--- config.mk ---
export PLATFORM = sky130hd
export DESIGN_NAME = lrtf_schedule_simulator
export DESIGN_NICKNAME = d
export VERILOG_FILES = /design/src/sv/lrtf_pkg.sv /design/src/sv/lrtf_proc_mem.sv /design/src/sv/lrtf_schedule_simulator.sv
export SDC_FILE = /design/constraint.sdc
export NUM_CORES = 2
export LEC_CHECK = 0
export BUFFER_PORTS_ARGS = -buffer_cell sky130_fd_sc_hd__buf_2
export CORE_ASPECT_RATIO = 0.6
export CORE_UTILIZATION = 34
export DETAILED_ROUTE_END_ITERATION = 8
export GPL_TIMING_DRIVEN = 1
export PLACE_DENSITY = 0.59
export SYNTH_ARGS = -nofsm -noshare
export SYNTH_HDL_FRONTEND = slang
export SYNTH_SLANG_ARGS = --single-unit
--- constraint.sdc ---
create_clock -name clk_i -period 19.9 [get_ports clk_i]
set_input_delay 2.985 -clock clk_i [delete_from_list [all_inputs] [get_ports clk_i]]
set_output_delay 2.985 -clock clk_i [all_outputs]
set_load 0.05 [all_outputs]
--- src/sv/lrtf_pkg.sv ---
// shared constants and types for the longest-remaining-time-first scheduler
`default_nettype none
package lrtf_pkg;
  localparam int MAX_PROCS = 16;
  localparam int TIME_BITS = 16;
  localparam int IDX_W     = (MAX_PROCS > 1) ? $clog2(MAX_PROCS) : 1;
  localparam int CNT_W     = $clog2(MAX_PROCS + 1);
  localparam int ID_W      = 5;
  localparam int T_W       = 21;
  localparam int SUM_W     = 25;

  typedef struct packed {
    logic [TIME_BITS-1:0] arr;
    logic [TIME_BITS-1:0] bur;
    logic [TIME_BITS-1:0] rem;
    logic [T_W-1:0]       start;
    logic [T_W-1:0]       fin;
  } proc_ent_t;

  typedef struct packed {
    logic             en;
    logic [IDX_W-1:0] addr;
    proc_ent_t        data;
  } mem_wr_t;

  typedef enum logic [2:0] {
    ST_LOAD, ST_CHECK, ST_SCAN, ST_DECIDE, ST_ORD, ST_OCALC, ST_OWAIT
  } state_e;
endpackage
`default_nettype wire

--- src/sv/lrtf_proc_mem.sv ---
// process record memory, one write and one registered read port
`default_nettype none
module lrtf_proc_mem import lrtf_pkg::*; (
  input  wire logic             clk_i,
  input  wire mem_wr_t          wr_i,
  input  wire logic [IDX_W-1:0] raddr_i,
  output proc_ent_t             rdata_o
);
  proc_ent_t mem [MAX_PROCS];

  always_ff @(posedge clk_i) begin
    if (wr_i.en) begin
      mem[wr_i.addr] <= wr_i.data;
    end
    rdata_o <= mem[raddr_i];
  end
endmodule
`default_nettype wire

--- src/sv/lrtf_schedule_simulator.sv ---
// top level: load, tick-by-tick scheduling over the record memory, result output
// load: one cycle per item; the final item (s_tlast, or the MAX_PROCS-th record) starts the simulation
// each tick scans all loaded records through the memory read port;
//   the number of ticks is the sum of bursts plus idle jumps
// results: one per pass through ST_ORD, ST_OCALC and ST_OWAIT, held while the output stalls, in index order
// reset (async, active low) empties the set; the block returns there after the last result
`default_nettype none
module lrtf_schedule_simulator import lrtf_pkg::*; (
  input  wire logic         clk_i,
  input  wire logic         rst_ni,
  input  wire logic         s_tvalid,
  output logic              s_tready,
  input  wire logic [31:0]  s_tdata,   // arrival, burst
  input  wire logic         s_tlast,   // last_process
  output logic              m_tvalid,
  input  wire logic         m_tready,
  output logic [167:0]      m_tdata,   // proc_id, completion, turnaround, waiting, response,
                                       // sum_turnaround, sum_waiting, sum_response, zero pad
  output logic              m_tlast    // last_result
);
  state_e state_q, state_d;
  logic [CNT_W-1:0] loaded_q, loaded_d, finished_q, finished_d;
  logic [T_W-1:0]   sim_q, sim_d;
  logic [MAX_PROCS-1:0] done_q, done_d;
  logic [CNT_W-1:0] issue_q, issue_d;
  logic             rv_q, rv_d;
  logic [IDX_W-1:0] ridx_q, ridx_d;
  logic             hpick_q, hpick_d, hmin_q, hmin_d;
  logic [IDX_W-1:0] pidx_q, pidx_d;
  proc_ent_t        pent_q, pent_d;
  logic [TIME_BITS-1:0] minarr_q, minarr_d;
  logic [IDX_W-1:0] oidx_q, oidx_d;
  logic [SUM_W-1:0] st_q, st_d, sw_q, sw_d, sr_q, sr_d;
  logic [167:0]     od_q, od_d;
  logic             ol_q, ol_d;

  mem_wr_t          wr;
  logic [IDX_W-1:0] raddr;
  proc_ent_t        rd;

  lrtf_proc_mem u_mem (.clk_i(clk_i), .wr_i(wr), .raddr_i(raddr), .rdata_o(rd));

  logic [TIME_BITS-1:0] in_arr, in_bur;
  logic [IDX_W-1:0]     load_idx;
  logic                 elig, better;
  logic [TIME_BITS-1:0] rem_dec;
  logic [T_W-1:0]       tat, wt, rt;
  logic                 fin_out;

  assign in_arr   = s_tdata[TIME_BITS-1:0];
  assign in_bur   = s_tdata[2*TIME_BITS-1:TIME_BITS];
  assign load_idx = loaded_q[IDX_W-1:0];
  assign elig     = !done_q[ridx_q] && ({{(T_W-TIME_BITS){1'b0}}, rd.arr} <= sim_q);
  assign better   = !hpick_q || (rd.rem > pent_q.rem) ||
                    ((rd.rem == pent_q.rem) && (rd.arr < pent_q.arr));
  assign rem_dec  = pent_q.rem - 1'b1;
  assign tat      = rd.fin - {{(T_W-TIME_BITS){1'b0}}, rd.arr};
  assign wt       = tat - {{(T_W-TIME_BITS){1'b0}}, rd.bur};
  assign rt       = rd.start - {{(T_W-TIME_BITS){1'b0}}, rd.arr};
  assign fin_out  = ({{(CNT_W-IDX_W){1'b0}}, oidx_q} + 1'b1) == loaded_q;

  assign s_tready = (state_q == ST_LOAD);
  assign m_tvalid = (state_q == ST_OWAIT);
  assign m_tdata  = od_q;
  assign m_tlast  = ol_q;

  always_comb begin
    state_d = state_q; loaded_d = loaded_q; finished_d = finished_q; sim_d = sim_q;
    done_d = done_q; issue_d = issue_q; rv_d = 1'b0; ridx_d = ridx_q;
    hpick_d = hpick_q; hmin_d = hmin_q; pidx_d = pidx_q; pent_d = pent_q;
    minarr_d = minarr_q; oidx_d = oidx_q; st_d = st_q; sw_d = sw_q; sr_d = sr_q;
    od_d = od_q; ol_d = ol_q;
    wr = '0; raddr = oidx_q;
    unique case (state_q)
      ST_LOAD: begin
        if (s_tvalid) begin
          wr.en = 1'b1; wr.addr = load_idx;
          wr.data.arr = in_arr; wr.data.bur = in_bur; wr.data.rem = in_bur;
          wr.data.start = (in_bur == '0) ? {{(T_W-TIME_BITS){1'b0}}, in_arr} : '0;
          wr.data.fin   = (in_bur == '0) ? {{(T_W-TIME_BITS){1'b0}}, in_arr} : '0;
          done_d[load_idx] = (in_bur == '0);
          if (in_bur == '0) finished_d = finished_q + 1'b1;
          loaded_d = loaded_q + 1'b1;
          if (s_tlast || (loaded_d == CNT_W'(MAX_PROCS))) state_d = ST_CHECK;
        end
      end
      ST_CHECK: begin
        issue_d = '0; hpick_d = 1'b0; hmin_d = 1'b0;
        if (finished_q == loaded_q) begin
          oidx_d = '0; state_d = ST_ORD;
        end else begin
          state_d = ST_SCAN;
        end
      end
      ST_SCAN: begin
        if (issue_q < loaded_q) begin
          raddr = issue_q[IDX_W-1:0];
          rv_d = 1'b1; ridx_d = issue_q[IDX_W-1:0];
          issue_d = issue_q + 1'b1;
        end
        if (rv_q) begin
          if (elig && better) begin
            hpick_d = 1'b1; pidx_d = ridx_q; pent_d = rd;
          end
          if (!done_q[ridx_q] && (!hmin_q || rd.arr < minarr_q)) begin
            hmin_d = 1'b1; minarr_d = rd.arr;
          end
          if (({{(CNT_W-IDX_W){1'b0}}, ridx_q} + 1'b1) == loaded_q) state_d = ST_DECIDE;
        end
      end
      ST_DECIDE: begin
        if (hpick_q) begin
          wr.en = 1'b1; wr.addr = pidx_q; wr.data = pent_q;
          wr.data.rem = rem_dec;
          if (pent_q.rem == pent_q.bur) wr.data.start = sim_q;
          sim_d = sim_q + 1'b1;
          if (rem_dec == '0) begin
            wr.data.fin = sim_d;
            done_d[pidx_q] = 1'b1;
            finished_d = finished_q + 1'b1;
          end
        end else if (hmin_q && ({{(T_W-TIME_BITS){1'b0}}, minarr_q} > sim_q)) begin
          sim_d = {{(T_W-TIME_BITS){1'b0}}, minarr_q};
        end else begin
          sim_d = sim_q + 1'b1;
        end
        state_d = ST_CHECK;
      end
      ST_ORD: begin
        raddr = oidx_q;
        state_d = ST_OCALC;
      end
      ST_OCALC: begin
        st_d = st_q + SUM_W'(tat);
        sw_d = sw_q + SUM_W'(wt);
        sr_d = sr_q + SUM_W'(rt);
        od_d = {4'b0000,
                fin_out ? sr_d : {SUM_W{1'b0}},
                fin_out ? sw_d : {SUM_W{1'b0}},
                fin_out ? st_d : {SUM_W{1'b0}},
                rt, wt, tat, rd.fin,
                ID_W'({{(CNT_W-IDX_W){1'b0}}, oidx_q} + 1'b1)};
        ol_d = fin_out;
        state_d = ST_OWAIT;
      end
      ST_OWAIT: begin
        if (m_tready) begin
          if (ol_q) begin
            loaded_d = '0; finished_d = '0; sim_d = '0; done_d = '0;
            st_d = '0; sw_d = '0; sr_d = '0;
            state_d = ST_LOAD;
          end else begin
            oidx_d = oidx_q + 1'b1;
            state_d = ST_ORD;
          end
        end
      end
      default: state_d = ST_LOAD;
    endcase
  end

  always_ff @(posedge clk_i or negedge rst_ni) begin
    if (!rst_ni) begin
      state_q <= ST_LOAD; loaded_q <= '0; finished_q <= '0; sim_q <= '0;
      done_q <= '0; issue_q <= '0; rv_q <= 1'b0; hpick_q <= 1'b0; hmin_q <= 1'b0;
      oidx_q <= '0; st_q <= '0; sw_q <= '0; sr_q <= '0; ol_q <= 1'b0;
    end else begin
      state_q <= state_d; loaded_q <= loaded_d; finished_q <= finished_d; sim_q <= sim_d;
      done_q <= done_d; issue_q <= issue_d; rv_q <= rv_d; hpick_q <= hpick_d;
      hmin_q <= hmin_d; oidx_q <= oidx_d; st_q <= st_d; sw_q <= sw_d; sr_q <= sr_d;
      ol_q <= ol_d;
    end
  end

  always_ff @(posedge clk_i) begin
    ridx_q <= ridx_d; pidx_q <= pidx_d; pent_q <= pent_d; minarr_q <= minarr_d;
    od_q <= od_d;
  end
endmodule
`default_nettype wire

==> Implementation_results.wiki <==
{| class="wikitable"
! Metric !! Value
|-
| Run status || finished, violations left
|-
| Violated checks || max-capacitance violations, max-slew violations
|-
| Syn-to-layout area delta || 13.25%
|-
| Most common cell in the netlist || sky130_fd_sc_hd__edfxtp_1
|-
| Pin count of the biggest net entering global routing || between 100 and 150
|-
| First-pass iteration count of the detailed router || 6
|-
| Number of cells on the worst reg-to-reg path || 23
|-
| Number of ports placed on the die boundary || around 210
|-
| Total buffers and inverters traversed by the critical path || 1
|-
| Cell taking the most area after synthesis || sky130_fd_sc_hd__edfxtp_1
|-
| Number of placement rows || about 140
|-
| Maximum net fanout on the critical path || 6
|-
| Max IR drop VDD || roughly 0.36 mV
|-
| Wire length of the first global-routing pass || between 300 and 400 mm
|-
| Starting utilization of the core area || 34.37%
|-
| WP data arrival || 7710 ps
|-
| Worst slew pin tran || 1542 ps
|-
| Synth Area in Adders || under 10%
|-
| Top Family by Delay on Critical Path || compound AO/OA/AOI/OAI gates
|-
| Setup TNS Final || 0 ps
|-
| Number of antenna violations at the first check in global routing || 20
|-
| Core Area || roughly 230000 um^2
|-
| Count of fill cells added during filler insertion || 21200
|-
| Routed length per instance || about 27 um
|-
| Setup Fix Bufs, Post-CTS || 0
|-
| Worst Hold End || pent_q[62]
|-
| Synth unique cells || 75
|-
| Post-synthesis compound-gate area fraction || between 6 and 7%
|-
| Largest cells by area after synthesis || sky130_fd_sc_hd__edfxtp_1 (64%), sky130_fd_sc_hd__mux4_2 (10%), sky130_fd_sc_hd__dfrtp_1 (4.3%), sky130_fd_sc_hd__ha_1 (3.2%), sky130_fd_sc_hd__dfxtp_1 (2.2%)
|-
| Routed wire length || between 200 and 250 mm
|-
| Count of antenna-violating nets left after detailed routing || 0
|-
| Logic pwr share || ~48%
|-
| CTS Buf Count || roughly 170
|-
| Dpl hpwl || 131.5 mm
|-
| Reg2reg setup slack || between 10000 and 15000 ps
|-
| Async set or reset register ratio after synthesis || 7.091%
|-
| Delay of the slowest cell on the worst path || 1190 ps
|-
| Sequential share of the synthesized area || 70.85%
|-
| Vias per Instance || between 5 and 6
|-
| Capturing point of the worst reg2reg path || m_tdata[137]
|-
| Part of the power in registers || between 30% and 40%
|-
| Period utilisation layout || a little over a third
|-
| Detailed-route via count || between 40000 and 50000
|-
| Post-synthesis register bit count || roughly 2000
|-
| Detailed Route Iter0 Violations || 5932
|-
| Critical Path Stages || 23
|-
| Kind of capture point of the worst setup path || flop
|-
| Slew Limit Headroom || -3.729%
|-
| Required arrival time at the worst endpoint || 20420 ps
|-
| Final Slew Violations || 4
|-
| Cell Chain, Critical Path || inv_1 > ha_1 > nor2b_1 > o211ai_1 > a31o_2 > a21boi_0 > ha_1 > o21a_1 > o21ai_0 > nand2b_1 > a31o_2 > a21oi_1 > o21ai_0 > a31oi_1 > and3_1 > nand3_1 > xnor2_1 > ha_1 > nand3_1 > o31ai_1 > nand3_1 > xnor2_1 > nor2_1
|-
| Post-cts resize count || 0
|-
| Share of post-route cells with drive strength above 1 || approximately a fifth
|-
| Crit Path Category || reg -> reg
|-
| Combinational family with the most area after synthesis || multiplexers
|-
| Instance count of the mapped netlist || between 4000 and 5000
|-
| Number of buffers added on ports || about 200
|-
| Clk pwr share || approximately a fifth
|-
| Critical path's slowest cell || sky130_fd_sc_hd__a21boi_0
|-
| Final Power || between 15000 and 20000 uW
|-
| Congestion Overflow GR || 0
|-
| Clock latency at the later pin of the worst-skew pair || a little over 800 ps
|-
| Mapped Area || between 80000 and 90000 um^2
|-
| Final net count || 5306
|-
| Placer congestion estimate || 0.8949
|-
| Skew final || between 70 and 80 ps
|-
| Clock tree root driver cell || sky130_fd_sc_hd__clkbuf_16
|-
| Post-route design area || 90860 um^2
|-
| Number of enable-type register cells in the synthesized netlist || ~1700
|-
| Most frequently used flop master after synthesis || sky130_fd_sc_hd__edfxtp_1
|-
| Overall Global Routing Usage || a little under a fifth
|-
| Final setup viols || 0
|-
| Simple-gate portion of the synthesized area || under 10%
|-
| Power density cells || 188.1 nW/um^2
|-
| Die H || around 380 um
|-
| Htree depth || 4
|-
| Worst Hold Path Cells || 0
|-
| XOR/XNOR Fraction of Synth Area || ~2.0%
|-
| Switching share of power || approximately 40%
|-
| Average size of a mapped cell || about 17 um^2
|-
| Area after detailed placement || 85420 um^2
|-
| Total of max-cap violations || 1
|-
| Final Hold Violating Endpoints || 0
|-
| Number of warnings issued by yosys || 0
|-
| X dimension of the die || approximately 630 um
|-
| Die Footprint || 238000 um^2
|-
| Most common library cells after synthesis || sky130_fd_sc_hd__edfxtp_1 (1718), sky130_fd_sc_hd__mux4_2 (365), sky130_fd_sc_hd__nand2_1 (302), sky130_fd_sc_hd__nor2_1 (254), sky130_fd_sc_hd__o21ai_0 (237)
|-
| Power Internal || approximately 10000 uW
|-
| Hold Crit Class || reg -> reg
|-
| Hold buffers post-CTS || 0
|-
| Worst r2r src || u_mem.rdata_o[75]
|-
| Startpoint types || flop
|-
| Fmax achieved || approximately 140 MHz
|-
| Clock tree from TritonCTS || done
|-
| Buffer levels on the longest clock path || 4
|-
| Mux cell area share after synthesis || around a tenth
|-
| Static power due to leakage || between 0.03 and 0.04 uW
|-
| Post-route minimum period || 7189 ps
|-
| Synth top area share || roughly 64%
|-
| # DRC || 0
|-
| Clk sinks || between 1500 and 2000
|-
| Clock-pin slew of the registers on the worst-case setup and hold paths || 70 ps
|-
| Setup repair after global routing missed its margin || false
|-
| Switching power || 6868 uW
|-
| Number of global-route vias before repair || roughly 44000
|-
| Worst min-delay path startpoint || u_mem.rdata_o[62]
|}
[power groups by stage]
stage / sequential (uW) / clock (uW) / combinational (uW)
3_3_place_gp: 5690 / 0 / 7900
3_5_place_dp: 5690 / 0 / 7990
5_1_grt: 5650 / 3550 / 8890
4_1_cts: 5610 / 3390 / 8030
6_report: 5620 / 3350 / 8120
2_1_floorplan: 5550 / 0 / 5900
[how the worst max path moves through the flow]
stage	to	from	slack, ps
6_report	m_tdata[137]	u_mem.rdata_o[75]	12710
5_1_grt	sw_q[23]	u_mem.rdata_o[75]	12380
4_1_cts	m_tdata[137]	u_mem.rdata_o[75]	13110
3_5_place_dp	u_mem.mem[0][26]	s_tvalid	12990
3_3_place_gp	u_mem.mem[0][9]	s_tvalid	13110
2_1_floorplan	u_mem.mem[11][0]	s_tvalid	11840
[logic make-up (layout without fill, tap and decap cells)]
| kind of cell | Yosys count | after routing |
|---|---|---|
| other cells | 1 | 5 |
| flops | 1946 | 1946 |
| mux | 392 | 392 |
| buf+inv | 368 | 779 |
| xor+xnor | 187 | 187 |
| compound gates | 823 | 823 |
| simple gates | 850 | 850 |
| fa+ha+maj | 210 | 210 |
[layout make-up]
| class | count | area [um^2] | share of cell area (%) |
|---|---|---|---|
| tap | 3127 | 3913 | 4.306 |
| timing repair buffer | 322 | 2028 | 2.232 |
| inverter | 151 | 571.8 | 0.6293 |
| sequential | 1946 | 56840 | 62.56 |
| clock buffer | 230 | 4716 | 5.190 |
| clock inverter | 76 | 718.2 | 0.7904 |
| antenna | 1 | 2.502 | 0.002754 |
| multi-input combinational | 2466 | 22070 | 24.29 |
[routing by layer]
layer  wire, um  vias up  GRT usage (%)
met5          0        -              0
met4       3854        0          3.132
met3      20970      280          3.580
met2      95020     2165          26.45
met1     103000    23900          28.89
li1           -    19340              -
[sequential cells by signal (all words and copies together), names as in the netlist, 3 cells and up, named ones only]
signal,flops
sw_q,25
finished_q,5
state_q,3
pidx_q,4
u_mem.mem,1440
u_mem.rdata_o,90
sim_q,21
loaded_q,5
oidx_q,4
m_tdata,164
sr_q,25
ridx_q,4
st_q,25
issue_q,5
minarr_q,16
pent_q,90
[cell usage in the layout, fill, tap and decap left out, types with 37 or more instances in the layout]
cell type / count
sky130_fd_sc_hd__nand3_1: 105
sky130_fd_sc_hd__clkbuf_16: 175
sky130_fd_sc_hd__inv_1: 147
sky130_fd_sc_hd__nand2_1: 300
sky130_fd_sc_hd__a31oi_1: 41
sky130_fd_sc_hd__mux4_2: 365
sky130_fd_sc_hd__dfxtp_1: 90
sky130_fd_sc_hd__a21oi_1: 157
sky130_fd_sc_hd__nor2_1: 234
sky130_fd_sc_hd__xor2_1: 69
sky130_fd_sc_hd__a21o_1: 55
sky130_fd_sc_hd__o22ai_1: 37
sky130_fd_sc_hd__dfrtp_1: 138
sky130_fd_sc_hd__edfxtp_1: 1718
sky130_fd_sc_hd__buf_2: 202
sky130_fd_sc_hd__ha_1: 204
sky130_fd_sc_hd__clkbuf_1: 42
sky130_fd_sc_hd__xnor2_1: 118
sky130_fd_sc_hd__a22oi_1: 182
sky130_fd_sc_hd__buf_4: 110
sky130_fd_sc_hd__o21ai_0: 235
[metrics by stage]
step | cells | worst slack [ps] | hold slack [ps] | util (%)
final | 8319 | 12710 | 442.7 | 38.92
after global routing | 8318 | 12380 | 452.7 | 38.92
after CTS | 8318 | 13110 | 442.1 | 38.92
after detailed placement | 8012 | 12990 | 433.1 | 36.59
after global placement | 8012 | 13110 | 419.3 | 36.59
after floorplan | 4780 | 11840 | 408.2 | -
Power figures use the tool's default switching activity.
